### src/design/fvdsa_pkg.sv
// Shared types and constants of the finite-volume diffusion stencil assembler.
package fvdsa_pkg;

    // Fixed-point formats of the widths, the viscosity and the coefficient.
    localparam int WIDTH_W   = 32;
    localparam int FRAC_BITS = 24;
    localparam int COEF_W    = 48;
    localparam int OFFSET_W  = 22;

    // Divider formats: 97-bit dividend, 57-bit divisor, 48 quotient bits.
    localparam int NUM_W  = 97;
    localparam int DEN_W  = 57;
    localparam int QUOT_W = 48;
    localparam int CNT_W  = 6;
    localparam logic [QUOT_W-1:0] MAG_LIMIT = {1'b1, {(QUOT_W-1){1'b0}}};
    localparam logic [COEF_W-1:0] S48_MAX   = {1'b0, {(COEF_W-1){1'b1}}};
    localparam logic [COEF_W-1:0] S48_MIN   = {1'b1, {(COEF_W-1){1'b0}}};

    // Configuration port.
    localparam int CFG_IDX_W  = 2;
    localparam int CFG_DATA_W = 32;
    localparam logic [CFG_IDX_W-1:0] REG_THREE_D  = 2'd0;
    localparam logic [CFG_IDX_W-1:0] REG_VISC     = 2'd1;
    localparam logic [CFG_IDX_W-1:0] REG_OFFSET   = 2'd2;
    localparam logic [WIDTH_W-1:0]   VISC_RESET   = 32'h0100_0000;

    // Face codes; the first pair is y normal in 2D and z normal in 3D.
    localparam logic [2:0] FACE_ZN_LO = 3'd0;
    localparam logic [2:0] FACE_XN_LO = 3'd1;
    localparam logic [2:0] FACE_ZN_HI = 3'd2;
    localparam logic [2:0] FACE_XN_HI = 3'd3;
    localparam logic [2:0] FACE_YN_LO = 3'd4;
    localparam logic [2:0] FACE_YN_HI = 3'd5;

    // Status codes of a result word.
    typedef enum logic [1:0] {
        STATUS_OK       = 2'd0,
        STATUS_ZERO_DEN = 2'd1,
        STATUS_BAD_FACE = 2'd2
    } status_t;

    // Sequencer states.
    typedef enum logic [7:0] {
        ST_IDLE      = 8'b0000_0001,
        ST_MUL_AREA  = 8'b0000_0010,
        ST_MUL_LO    = 8'b0000_0100,
        ST_MUL_HI    = 8'b0000_1000,
        ST_SUM       = 8'b0001_0000,
        ST_DIV_GO    = 8'b0010_0000,
        ST_DIV_WAIT  = 8'b0100_0000,
        ST_EMIT_FACE = 8'b1000_0000
    } state_t;

    // Request to the divider.
    typedef struct packed {
        logic             start;
        logic [NUM_W-1:0] num;
        logic [DEN_W-1:0] den;
    } div_req_t;

    // Response of the divider.
    typedef struct packed {
        logic              done;
        logic [QUOT_W-1:0] mag;
    } div_rsp_t;

endpackage

### src/design/fvdsa_divider.sv
// Bit-serial restoring divider that returns a quotient magnitude clamped at 2^47.
module fvdsa_divider
(
    input  logic                clk,
    input  logic                rst_n,
    input  fvdsa_pkg::div_req_t req,
    output fvdsa_pkg::div_rsp_t rsp
);
    import fvdsa_pkg::*;

    logic              busy_reg;
    logic              done_reg;
    logic [CNT_W-1:0]  cnt_reg;
    logic [DEN_W-1:0]  rem_reg;
    logic [DEN_W-1:0]  den_reg;
    logic [QUOT_W-1:0] low_reg;
    logic [QUOT_W-1:0] quot_reg;

    logic [NUM_W-QUOT_W-1:0] num_hi;
    logic                    overflow;
    logic [DEN_W:0]          trial;
    logic                    fits;

    // A dividend whose upper part already reaches the divisor gives a quotient
    // of at least 2^48, which clamps at once.
    assign num_hi   = req.num[NUM_W-1:QUOT_W];
    assign overflow = DEN_W'(num_hi) >= req.den;

    // One quotient bit per cycle.
    assign trial = {rem_reg, low_reg[QUOT_W-1]};
    assign fits  = trial >= {1'b0, den_reg};

    // Control state.
    always_ff @(posedge clk or negedge rst_n)
    begin
        if (!rst_n)
        begin
            busy_reg <= 1'b0;
            done_reg <= 1'b0;
            cnt_reg  <= '0;
        end
        else
        begin
            done_reg <= 1'b0;
            if (req.start)
            begin
                busy_reg <= !overflow;
                done_reg <= overflow;
                cnt_reg  <= CNT_W'(QUOT_W);
            end
            else if (busy_reg)
            begin
                cnt_reg <= cnt_reg - CNT_W'(1);
                if (cnt_reg == CNT_W'(1))
                begin
                    busy_reg <= 1'b0;
                    done_reg <= 1'b1;
                end
            end
        end
    end

    // Partial remainder, dividend bits and quotient.
    always_ff @(posedge clk)
    begin
        if (req.start)
        begin
            den_reg  <= req.den;
            rem_reg  <= DEN_W'(num_hi);
            low_reg  <= req.num[QUOT_W-1:0];
            quot_reg <= overflow ? MAG_LIMIT : '0;
        end
        else if (busy_reg)
        begin
            rem_reg  <= fits ? DEN_W'(trial - {1'b0, den_reg}) : trial[DEN_W-1:0];
            low_reg  <= {low_reg[QUOT_W-2:0], 1'b0};
            quot_reg <= {quot_reg[QUOT_W-2:0], fits};
        end
    end

    assign rsp.done = done_reg;
    assign rsp.mag  = (quot_reg > MAG_LIMIT) ? MAG_LIMIT : quot_reg;

endmodule

### src/design/fv_diffusion_stencil_assembler_top.sv
// Top level of the finite-volume diffusion stencil assembler.
//
// Each input word on the s_ side is one face of an interior cell; s_tlast
// marks the cell's last face. For every face the block returns one
// (row, column, coefficient) word on the m_ side with the status in m_tuser.
// After the last face of a cell a second word follows: the diagonal entry,
// minus the sum of the cell's face coefficients, with m_tlast high.
// A legal face goes from acceptance to its result word by way of three
// passes through the one 32x32 multiplier, one dividend add, the divider
// start and 48 steps of the bit-serial divider, one quotient bit per cycle.
// A quotient that clamps at once skips the steps. A face with an illegal
// code or a zero denominator goes from acceptance straight to the emit step.
// s_tready is high only while the sequencer is idle, so a new face is not
// accepted before the previous face has passed the emit step, nor before
// a pending diagonal word has been loaded. The next face can be accepted
// while the previous result still waits in the output register.
// When the receiver stalls, the sequencer holds in its emit step until the
// output register is free. Reset clears the face sum and sets the registers
// to 2D, viscosity 1.0 and offset 0. Configuration writes on cfg_wr_en are
// taken at once and must happen only while the block is idle.
module fv_diffusion_stencil_assembler_top
#(
    parameter int INDEX_BITS = 20
)
(
    input  logic                                clk,
    input  logic                                rst_n,
    // Configuration write port.
    input  logic                                cfg_wr_en,
    input  logic [fvdsa_pkg::CFG_IDX_W-1:0]     cfg_index,
    input  logic [fvdsa_pkg::CFG_DATA_W-1:0]    cfg_data,
    // Face words in.
    input  logic                                s_tvalid,
    output logic                                s_tready,
    // cell_index, face_number, neighbor_number, cell_width_x, cell_width_y,
    // cell_width_z, neighbor_normal_width, zero pad
    input  logic [((2*INDEX_BITS+132+7)/8)*8-1:0] s_tdata,
    input  logic                                s_tlast,     // last_face
    // Matrix entry words out.
    output logic                                m_tvalid,
    input  logic                                m_tready,
    // row, column, coefficient, zero pad
    output logic [((2*INDEX_BITS+52+7)/8)*8-1:0]  m_tdata,
    output logic [1:0]                          m_tuser,     // status
    output logic                                m_tlast      // last
);
    import fvdsa_pkg::*;

    localparam int NBR_W       = INDEX_BITS + 1;
    localparam int OUT_W       = INDEX_BITS + 2;
    localparam int OUT_DATA_W  = ((2*INDEX_BITS+52+7)/8)*8;
    localparam int FACE_LSB    = INDEX_BITS;
    localparam int NBR_LSB     = FACE_LSB + 3;
    localparam int WX_LSB      = NBR_LSB + NBR_W;
    localparam int WY_LSB      = WX_LSB + WIDTH_W;
    localparam int WZ_LSB      = WY_LSB + WIDTH_W;
    localparam int NW_LSB      = WZ_LSB + WIDTH_W;
    localparam int COEF_LSB    = 2*OUT_W;

    // Registers and sequencer state.
    state_t                state_reg, state_next;
    logic                  diag_pend_reg, diag_pend_next;
    logic                  three_d_reg;
    logic [WIDTH_W-1:0]    visc_reg;
    logic [OFFSET_W-1:0]   offset_reg;
    logic [COEF_W-1:0]     face_sum_reg, face_sum_next;
    logic                  m_tvalid_reg, m_tvalid_next;

    // Per-item payload.
    logic [WIDTH_W-1:0]    a1_reg, a2_reg;
    logic [WIDTH_W:0]      den_reg;
    logic [OUT_W-1:0]      row_reg, col_reg;
    status_t               status_reg;
    logic                  last_face_reg;
    logic [2*WIDTH_W-1:0]  area_reg, p0_reg, p1_reg;
    logic [NUM_W-1:0]      num_reg;
    logic [QUOT_W-1:0]     mag_reg;

    // Output register.
    logic [OUT_W-1:0]      out_row_reg, out_col_reg;
    logic [COEF_W-1:0]     out_coef_reg;
    status_t               out_status_reg;
    logic                  out_last_reg;

    // Input fields.
    logic [INDEX_BITS-1:0] in_cell;
    logic [2:0]            in_face;
    logic [NBR_W-1:0]      in_nbr;
    logic [WIDTH_W-1:0]    in_wx, in_wy, in_wz, in_nw;

    logic [WIDTH_W-1:0]    dec_a1, dec_a2, dec_cw;
    logic [WIDTH_W:0]      dec_den;
    logic                  dec_bad;
    status_t               dec_status;

    logic                  in_fire, out_free, load_face, load_diag;
    logic [WIDTH_W-1:0]    mul_a, mul_b;
    logic [2*WIDTH_W-1:0]  mul_p;
    logic [NUM_W-2:0]      prod_sum;
    logic [COEF_W-1:0]     coef_face, diag_coef, sat_sum;
    logic [COEF_W:0]       sum_wide;
    div_req_t              div_req;
    div_rsp_t              div_rsp;

    assign in_cell = s_tdata[INDEX_BITS-1:0];
    assign in_face = s_tdata[FACE_LSB +: 3];
    assign in_nbr  = s_tdata[NBR_LSB +: NBR_W];
    assign in_wx   = s_tdata[WX_LSB +: WIDTH_W];
    assign in_wy   = s_tdata[WY_LSB +: WIDTH_W];
    assign in_wz   = s_tdata[WZ_LSB +: WIDTH_W];
    assign in_nw   = s_tdata[NW_LSB +: WIDTH_W];

    // Face decode: area factors, the cell's own normal width and the status.
    always_comb
    begin
        dec_a1  = '0;
        dec_a2  = WIDTH_W'(1);
        dec_cw  = '0;
        dec_bad = 1'b0;
        case (in_face)
            FACE_ZN_LO, FACE_ZN_HI:
            begin
                dec_a1 = in_wx;
                dec_a2 = three_d_reg ? in_wy : WIDTH_W'(1);
                dec_cw = three_d_reg ? in_wz : in_wy;
            end
            FACE_XN_LO, FACE_XN_HI:
            begin
                dec_a1 = in_wy;
                dec_a2 = three_d_reg ? in_wz : WIDTH_W'(1);
                dec_cw = in_wx;
            end
            FACE_YN_LO, FACE_YN_HI:
            begin
                dec_a1  = in_wx;
                dec_a2  = in_wz;
                dec_cw  = in_wy;
                dec_bad = !three_d_reg;
            end
            default:
            begin
                dec_bad = 1'b1;
            end
        endcase
        dec_den = {1'b0, in_nw} + {1'b0, dec_cw};
        if (dec_bad)
            dec_status = STATUS_BAD_FACE;
        else if (dec_den == '0)
            dec_status = STATUS_ZERO_DEN;
        else
            dec_status = STATUS_OK;
    end

    assign s_tready = (state_reg == ST_IDLE) && !diag_pend_reg;
    assign in_fire  = s_tvalid && s_tready;
    assign out_free = !m_tvalid_reg || m_tready;

    // Shared 32x32 multiplier: area first, then the two viscosity products.
    always_comb
    begin
        case (state_reg)
            ST_MUL_AREA:
            begin
                mul_a = a1_reg;
                mul_b = a2_reg;
            end
            ST_MUL_LO:
            begin
                mul_a = visc_reg;
                mul_b = area_reg[WIDTH_W-1:0];
            end
            ST_MUL_HI:
            begin
                mul_a = visc_reg;
                mul_b = area_reg[2*WIDTH_W-1:WIDTH_W];
            end
            default:
            begin
                mul_a = '0;
                mul_b = '0;
            end
        endcase
    end
    assign mul_p    = mul_a * mul_b;
    assign prod_sum = (NUM_W-1)'({p1_reg, {WIDTH_W{1'b0}}}) + (NUM_W-1)'(p0_reg);

    // Divider request; in 3D the denominator carries the extra width factor.
    assign div_req.start = (state_reg == ST_DIV_GO);
    assign div_req.num   = num_reg;
    assign div_req.den   = three_d_reg ? DEN_W'({den_reg, {FRAC_BITS{1'b0}}})
                                       : DEN_W'(den_reg);

    fvdsa_divider u_divider
    (
        .clk   (clk),
        .rst_n (rst_n),
        .req   (div_req),
        .rsp   (div_rsp)
    );

    // Face coefficient, saturating face sum and diagonal value.
    assign coef_face = (status_reg == STATUS_OK) ? (COEF_W'(0) - mag_reg) : '0;
    assign sum_wide  = {face_sum_reg[COEF_W-1], face_sum_reg}
                     + {coef_face[COEF_W-1], coef_face};
    always_comb
    begin
        if (sum_wide[COEF_W] != sum_wide[COEF_W-1])
            sat_sum = sum_wide[COEF_W] ? S48_MIN : S48_MAX;
        else
            sat_sum = sum_wide[COEF_W-1:0];
    end
    assign diag_coef = (face_sum_reg == S48_MIN) ? S48_MAX : (COEF_W'(0) - face_sum_reg);

    // Sequencer.
    always_comb
    begin
        state_next     = state_reg;
        diag_pend_next = diag_pend_reg;
        m_tvalid_next  = m_tvalid_reg && !m_tready;
        face_sum_next  = face_sum_reg;
        load_face      = 1'b0;
        load_diag      = 1'b0;
        case (state_reg)
            ST_IDLE:
            begin
                if (diag_pend_reg)
                begin
                    if (out_free)
                    begin
                        load_diag      = 1'b1;
                        m_tvalid_next  = 1'b1;
                        face_sum_next  = '0;
                        diag_pend_next = 1'b0;
                    end
                end
                else if (s_tvalid)
                begin
                    state_next = (dec_status == STATUS_OK) ? ST_MUL_AREA : ST_EMIT_FACE;
                end
            end
            ST_MUL_AREA: state_next = ST_MUL_LO;
            ST_MUL_LO:   state_next = ST_MUL_HI;
            ST_MUL_HI:   state_next = ST_SUM;
            ST_SUM:      state_next = ST_DIV_GO;
            ST_DIV_GO:   state_next = ST_DIV_WAIT;
            ST_DIV_WAIT:
            begin
                if (div_rsp.done)
                    state_next = ST_EMIT_FACE;
            end
            ST_EMIT_FACE:
            begin
                if (out_free)
                begin
                    load_face      = 1'b1;
                    m_tvalid_next  = 1'b1;
                    face_sum_next  = (status_reg == STATUS_OK) ? sat_sum : face_sum_reg;
                    diag_pend_next = last_face_reg;
                    state_next     = ST_IDLE;
                end
            end
            default:
            begin
                state_next = ST_IDLE;
            end
        endcase
    end

    // Control registers and configuration.
    always_ff @(posedge clk or negedge rst_n)
    begin
        if (!rst_n)
        begin
            state_reg     <= ST_IDLE;
            diag_pend_reg <= 1'b0;
            m_tvalid_reg  <= 1'b0;
            face_sum_reg  <= '0;
            three_d_reg   <= 1'b0;
            visc_reg      <= VISC_RESET;
            offset_reg    <= '0;
        end
        else
        begin
            state_reg     <= state_next;
            diag_pend_reg <= diag_pend_next;
            m_tvalid_reg  <= m_tvalid_next;
            face_sum_reg  <= face_sum_next;
            if (cfg_wr_en)
            begin
                case (cfg_index)
                    REG_THREE_D: three_d_reg <= cfg_data[0];
                    REG_VISC:    visc_reg    <= cfg_data[WIDTH_W-1:0];
                    REG_OFFSET:  offset_reg  <= cfg_data[OFFSET_W-1:0];
                    default:     ;
                endcase
            end
        end
    end

    // Item payload and arithmetic results.
    always_ff @(posedge clk)
    begin
        if (in_fire)
        begin
            a1_reg        <= dec_a1;
            a2_reg        <= dec_a2;
            den_reg       <= dec_den;
            status_reg    <= dec_status;
            last_face_reg <= s_tlast;
            row_reg       <= OUT_W'(in_cell) + OUT_W'(offset_reg);
            col_reg       <= OUT_W'(in_nbr) + OUT_W'(offset_reg) - OUT_W'(1);
        end
        if (state_reg == ST_MUL_AREA)
            area_reg <= mul_p;
        if (state_reg == ST_MUL_LO)
            p0_reg <= mul_p;
        if (state_reg == ST_MUL_HI)
            p1_reg <= mul_p;
        if (state_reg == ST_SUM)
            num_reg <= {prod_sum, 1'b0};
        if (state_reg == ST_DIV_WAIT && div_rsp.done)
            mag_reg <= div_rsp.mag;
        if (in_fire && dec_status != STATUS_OK)
            mag_reg <= '0;
    end

    // Output register.
    always_ff @(posedge clk)
    begin
        if (load_face)
        begin
            out_row_reg    <= row_reg;
            out_col_reg    <= col_reg;
            out_coef_reg   <= coef_face;
            out_status_reg <= status_reg;
            out_last_reg   <= !last_face_reg;
        end
        else if (load_diag)
        begin
            out_row_reg    <= row_reg;
            out_col_reg    <= row_reg;
            out_coef_reg   <= diag_coef;
            out_status_reg <= STATUS_OK;
            out_last_reg   <= 1'b1;
        end
    end

    assign m_tvalid = m_tvalid_reg;
    assign m_tdata  = OUT_DATA_W'({out_coef_reg, out_col_reg, out_row_reg});
    assign m_tuser  = out_status_reg;
    assign m_tlast  = out_last_reg;

    // The divider finishes only while the sequencer waits for it.
    assert property (@(posedge clk) disable iff (!rst_n)
        div_rsp.done |-> state_reg == ST_DIV_WAIT)
        else $error("divider finished outside the wait step");

    // A diagonal word leaves the sum cleared and carries status ok and last.
    assert property (@(posedge clk) disable iff (!rst_n)
        load_diag |=> face_sum_reg == '0 && m_tvalid && m_tlast && m_tuser == STATUS_OK)
        else $error("diagonal word or sum clear is wrong");

    // An error word carries a zero coefficient.
    assert property (@(posedge clk) disable iff (!rst_n)
        (m_tvalid && m_tuser != STATUS_OK) |-> m_tdata[COEF_LSB +: COEF_W] == '0)
        else $error("error word with nonzero coefficient");

endmodule

### config.mk
export PLATFORM = sky130hd
export DESIGN_NAME = fv_diffusion_stencil_assembler_top
export DESIGN_NICKNAME = d
export VERILOG_FILES = /design/src/design/fvdsa_pkg.sv /design/src/design/fvdsa_divider.sv /design/src/design/fv_diffusion_stencil_assembler_top.sv
export SDC_FILE = /design/constraint.sdc
export NUM_CORES = 2
export LEC_CHECK = 0
export ABC_AREA = 0
export BUFFER_PORTS_ARGS = -buffer_cell sky130_fd_sc_hd__buf_2
export CAP_MARGIN = 20
export CORE_MARGIN = 4
export CORE_UTILIZATION = 35
export CTS_BUF_LIST = sky130_fd_sc_hd__clkbuf_4 sky130_fd_sc_hd__clkbuf_8
export CTS_CLUSTER_DIAMETER = 30
export DETAILED_ROUTE_END_ITERATION = 10
export GPL_ROUTABILITY_DRIVEN = 0
export SYNTH_ARGS = -nofsm -noshare
export SYNTH_HDL_FRONTEND = slang
export SYNTH_SLANG_ARGS = --single-unit
### constraint.sdc
create_clock -name clk -period 18.4 [get_ports clk]
set_clock_uncertainty 0.15 [all_clocks]
set_input_delay 0.92 -clock clk [delete_from_list [all_inputs] [get_ports clk]]
set_output_delay 0.92 -clock clk [all_outputs]
set_load 0.005 [all_outputs]
Word-level counts from Yosys, hierarchy flattened
Index checks and enable logic that the tools add are counted.

storage, ports and cells
  flip-flop bits (word level) = 905
  bits in latches = 0
  bits in writable memories = 0
  bits in read-only memories = 0
  input bits = 216
  output and inout port bits = 101
  word-level logic and storage cells = 168
  memories = 0

cells by class
  $add $sub $neg = 10
  multipliers = 1
  divide/modulo/power cells = 0
  magnitude comparators = 3
  eq/ne operators = 25
  shift-type cells = 0
  multiplexer cells = 64
  bitwise operators = 0
  reductions and logical operators = 33

operator list
  operator                                                count
  two-way mux 48 bit                                      16
  case mux 32 bit (3 select lines)                        3
  case mux 32 bit (2 select lines)                        2
  two-way mux 57 bit                                      2
  two-way mux 49 bit                                      2
  adder 96 x 64 -> 96 bit                                 1
  two-way mux 32 bit                                      3
  case mux 48 bit (2 select lines)                        1
  subtractor 1 x 48 -> 48 bit (first input constant)      2
  two-way mux 22 bit                                      3
  multiplier 32 x 32 -> 64 bit                            1
  case mux 8 bit (8 select lines)                         1
  >= comparator 58 x 57 -> 1 bit                          1
  >= comparator 49 x 57 -> 1 bit                          1
  subtractor 57 bit                                       1
  adder 48 x 48 -> 49 bit                                 1
  equality test 48 bit (second input constant)            1
  greater-than comparator 48 bit (second input constant)  1
  two-way mux 8 bit                                       5
  adder 32 x 32 -> 33 bit                                 1
  zero test 33 bit                                        1
  adder 20 x 22 -> 22 bit                                 1
  adder 21 x 22 -> 22 bit                                 1
  subtractor 22 x 1 -> 22 bit (second input constant)     1
  33 further kinds                                        83

Logic depth before layout (Yosys ltp)
  word-level depth = 12
  depth in mapped cells = 38
  mapped depth without buffers = 35

Hierarchy
From an unflattened synthesis, not the netlist that was laid out.

second synthesis, totals
  cell total of the unflattened synthesis = 8474
  area total of the unflattened synthesis = 82743.1 sq um

by module, submodules not included
  module                              instances  cells an instance  area an instance (sq um)  sequential area each (sq um)
  fv_diffusion_stencil_assembler_top  1          7053               68488.2                   19616.3
  fvdsa_divider                       1          1421               14254.9                   6426.2

Least setup slack after synthesis
OpenSTA, ideal clock, no wires.

  path kind = reg-to-reg
  start = reg state_reg[4]
  end = reg area_reg[48] (data pin)
  arrival = 9.672 ns
  data required time = 17.983 ns
  slack = 8.310 ns
  stages on the path, launching flop included = 36
  path buffers = 4
  path through = dfrtp_1 nor4_1 nand2_1 nor3b_1 clkbuf_1 clkbuf_1 buf_1 a22o_1 clkbuf_1 nand2_1 fa_1 inv_1 fa_1 fa_1 inv_1 fa_1 inv_1 fa_1 fa_1 fa_1 inv_1 fa_1 inv_1 ha_1 a2111oi_0 o21ai_0 a221oi_1 o21ai_0 nand3_1 o21ai_0 o41ai_1 o21ai_0 a21oi_1 o21bai_1 a21oi_1 xnor2_1

on the way
  word-level cells in the longest chain between the ends = 4
  elaborated cells between the ends (all ways) = 7

RTL lines
  what                                                                                 RTL line                                   RTL
  start: declaration                                                                   fv_diffusion_stencil_assembler_top.sv:61   state_t state_reg, state_next;
  start signal: assignment                                                             fv_diffusion_stencil_assembler_top.sv:284  state_reg <= state_next;
  equality test 8 x 3 -> 1 bit / equality test 8 x 4 -> 1 bit (equally long branches)  fv_diffusion_stencil_assembler_top.sv:161  case (state_reg)
  OR reduction 2 bit (no source line)                                                  n/a
  case mux 32 bit (2 select lines)                                                     fv_diffusion_stencil_assembler_top.sv:161
  multiplier 32 x 32 -> 64 bit *                                                       fv_diffusion_stencil_assembler_top.sv:184  assign mul_p = mul_a * mul_b;
  via mul_p[48]                                                                        fv_diffusion_stencil_assembler_top.sv:98   logic [2*WIDTH_W-1:0] mul_p;
  end signal: assignment                                                               fv_diffusion_stencil_assembler_top.sv:314  area_reg <= mul_p;
  end: declaration                                                                     fv_diffusion_stencil_assembler_top.sv:75   logic [2*WIDTH_W-1:0] area_reg, p0_reg, p1_reg;

Mark *: on every way through the listed nets, which the timed path passes. The rest lies on a longest branch.
A chain may end at the register's enable or synchronous reset.

Final worst setup path
  start = reg state_reg[4]
  end = reg p0_reg[48] (data pin)

on the way
  word-level cells in the longest chain between the ends = 4
  elaborated cells between the ends (all ways) = 7

RTL lines
  what                                                                                 RTL line                                   RTL
  equality test 8 x 3 -> 1 bit / equality test 8 x 4 -> 1 bit (equally long branches)  fv_diffusion_stencil_assembler_top.sv:161
  OR reduction 2 bit (no source line)                                                  n/a
  case mux 32 bit (2 select lines)                                                     fv_diffusion_stencil_assembler_top.sv:161
  multiplier 32 x 32 -> 64 bit *                                                       fv_diffusion_stencil_assembler_top.sv:184
  via mul_p[48]                                                                        fv_diffusion_stencil_assembler_top.sv:98
  end signal: assignment                                                               fv_diffusion_stencil_assembler_top.sv:316  p0_reg <= mul_p;
  end: declaration                                                                     fv_diffusion_stencil_assembler_top.sv:75

Marked as above.

==> metrics <==
drt first pass iters=11; Power Internal=5.54 mW; CP endpoint kind=flop; Total Neg Setup Slack=0 ps; clock latency on the worst-skew pair=about 940 ps; Largest register FFs=96; via count=around 63000; Tmin final=12680 ps; area leader, netlist=edfxtp_1; synthesized instance count=8257; Area Growth Syn to Fin=13.3%; placed inst area=86300 µm²; Arrival @ worst endpoint=13110 ps; Rows=176; 1st-iter DRT viols=5622; CTS buffer count=216; via/cell ratio=5.33; status=finished, final reports clean; DIE WIDTH=489 µm; vias in the first global route=roughly 64000; Final #Nets=10300; Die Y=489 µm; Port Buf Inserts=308; core box area=230000 µm²; HP Class=in2reg; Tightest Pin Transition=between 1000 and 1500 ps; Peak VDD IR=111 µV; Final Hold Viols=0; layout cells sized above 1=11.3%; total global-route track usage=23.0%; Hold Crit Start=cfg_data[13]; Post-route DRC=0; Post-Syn Area=80900 µm²; reg-to-reg startpoint=state_reg[4]; Worst-path clk slew=approximately 50 ps; ys async rst share=13.4%; CTS tree=done; Fmax=78.9 MHz; critical path data required time=around 19000 ps; initial antenna violation count=55; Fill cells=22500; Slew Viols, Final=0; pwr/cell area=99.2 nW/µm²; DP HPWL=216 mm; Critical Path Fanout Max=58; I/O pin cnt=approximately 320; r2r worst-path depth=34; H-tree Lvls=4; final instance area=roughly 92000 µm²; Root Buffer=clkbuf_8; largest net degree at the start of global routing=100; combinational group share of total power=between 30% and 40%; post-synthesis sequential area ratio=32.1%; global-route wire length before repair=407 mm; RSZ-0062 raised after global routing=false; Leak=41.4 nW; Setup Fix Bufs, Post-CTS=0; CP max stage delay=640 ps; largest cells by area after synthesis=edfxtp_1 27%, fa_1 22%, ha_1 8.4%, inv_1 5.6%, nand2_1 4.6%; yosys warns=0; Max clock buf depth=3; syn avg cell area=9.80 µm²; Post-synth EDFFs=approximately 730; Max-Cap Viols=0; Final Cycle Share=about 69%; reported net switching power=around 3.6 mW; Seq cells post-synth=905; clock share of power=30.0%; DIE AREA=239000 µm²; Setup violations, final=0; Rel. slew slack=between 10% and 20%; Clock Sinks=905; Starting Density=between 30% and 40%; reg2reg setup slack=5720 ps; Final ANT Viol Nets=0; part of the power in registers=32.2%; Post-synth top flop=edfxtp_1; cell repeated most along the worst path=fa_1; Synth top area share=27.0%; switching share of power=39.1%; post-synthesis cell type count=95; Detailed Route WL=279 mm; Critical Path Start Type=flop; Crit Path Class=reg2reg; drt wl/cell=about 24 µm; worst reg2reg path endpoint=p0_reg[48]; Hold Path End=visc_reg[13]; Remaining Overflow, GRT=0; hold path depth=2; CP max-delay cell=buf_4
-- timing repair --
item | 4_1_cts | 5_1_grt
resized for setup | 0 | 0
hold buffers | 22 | 0
endpoints found under the setup margin | 0 | 0
endpoints found under the hold margin | 95 | 0
-- worst max-delay path, delay by kind of cell (launching register included) --
kind	cells	cell delay, ps
xor gates and xnor gates	1	360
and+or+nand+nor	6	1710
buffers and inverters	7	1770
AOI/OAI and AO/OA	11	3340
DFF	1	430
adders and majority gates	9	4390
-- cells by family (layout without fill, tap and decap cells) --
group,count (synthesis),count (layout),synth area share [%]
simple gates,2577,2577,14.0
flops,905,905,32.1
other cells,1,27,0.00463
fa+ha+maj,1448,1448,30.8
buf+inv,1573,2108,7.35
mux,79,79,1.07
compound gates,1317,1317,10.8
xor+xnor,357,357,3.87
-- synth_stat cells, types with 13 or more instances --
| library cell | instances |
|---|---|
| nand2_1 | 997 |
| inv_1 | 1198 |
| a222oi_1 | 36 |
| o21bai_1 | 57 |
| or2_2 | 17 |
| mux2i_1 | 20 |
| a22o_1 | 101 |
| a31oi_1 | 22 |
| nor3b_1 | 19 |
| o31ai_1 | 17 |
| a2bb2oi_1 | 19 |
| edfxtp_1 | 728 |
| xnor2_1 | 239 |
| or4_1 | 16 |
| nor2b_1 | 54 |
| xor2_1 | 117 |
| clkbuf_1 | 330 |
| or3_1 | 22 |
| a311oi_1 | 13 |
| dfxtp_1 | 56 |
| a21oi_1 | 389 |
| nand4_1 | 57 |
| a22oi_1 | 109 |
| nor3_1 | 79 |
| o22a_1 | 19 |
| nor4_1 | 38 |
| a21o_1 | 159 |
| nor2_1 | 938 |
| o21a_1 | 26 |
| mux2_2 | 59 |
| and2_1 | 103 |
| dfrtp_1 | 119 |
| and3_1 | 41 |
| o21ai_0 | 209 |
| nand2b_1 | 73 |
| fa_1 | 902 |
| o211ai_1 | 13 |
| buf_1 | 27 |
| ha_1 | 546 |
| nand3_1 | 72 |
| a211oi_1 | 27 |
-- routing by layer --
metal  global-route usage (%)  routed length [µm]  up-vias
li1                         -                   -    28100
met1                     27.9              104000    31000
met2                     34.6              120000     3222
met3                     6.89               30000      787
met4                     17.0               24600       22
met5                        0                 160        -
-- final cells by class --
cell class / count / area, µm² / share of cell area [%]
multi-input cells: 5782 / 49100 / 53.6
repair buffers: 505 / 3130 / 3.41
clock buffers: 260 / 3380 / 3.68
clock inverters: 143 / 1690 / 1.84
flip-flops and latches: 905 / 26000 / 28.4
well taps: 3026 / 3790 / 4.13
diodes: 23 / 57.6 / 0.0628
inverters: 1200 / 4510 / 4.92
-- power by group through the flow --
stage / registers (mW) / logic, mW / clock network (mW)
finish: 2.93 / 3.44 / 2.73
global route: 2.94 / 3.76 / 2.89
CTS: 2.92 / 3.42 / 2.79
detailed placement: 2.95 / 3.39 / 0
global placement: 2.95 / 3.32 / 0
floorplan: 2.82 / 2.34 / 0
-- cell usage in the layout (no fill, tap or decap), types with 59 or more instances in the layout --
cell	instances
inv_1	1198
nand2_1	996
nor2_1	935
fa_1	902
edfxtp_1	728
ha_1	546
a21oi_1	387
buf_2	308
xnor2_1	239
clkbuf_8	228
o21ai_0	209
buf_4	170
a21o_1	159
dfrtp_1	118
xor2_1	117
a22oi_1	108
and2_1	104
a22o_1	101
nor3_1	79
nand2b_1	72
nand3_1	72
mux2_2	59
-- through the flow --
stage	hold slack, ps	total power [mW]	cells	utilization [%]	setup WS, ps
after floorplan	250	5.16	8260	-	8310
final	119	9.09	11800	39.8	5720
after CTS	3.81	9.12	11800	39.8	5970
after global placement	251	6.27	11400	37.5	6170
after global routing	55.3	9.59	11800	39.8	5070
after detailed placement	255	6.34	11400	37.5	6070
-- worst max path at each step --
stage / start / end / slack, ps
2_1_floorplan: state_reg[4] / area_reg[48] / 8310
3_3_place_gp: state_reg[4] / p1_reg[48] / 6170
3_5_place_dp: state_reg[4] / p1_reg[48] / 6070
4_1_cts: state_reg[4] / p0_reg[48] / 5970
5_1_grt: state_reg[4] / p0_reg[48] / 5070
6_report: state_reg[4] / p0_reg[48] / 5720
Power figures use the tool's default switching activity.
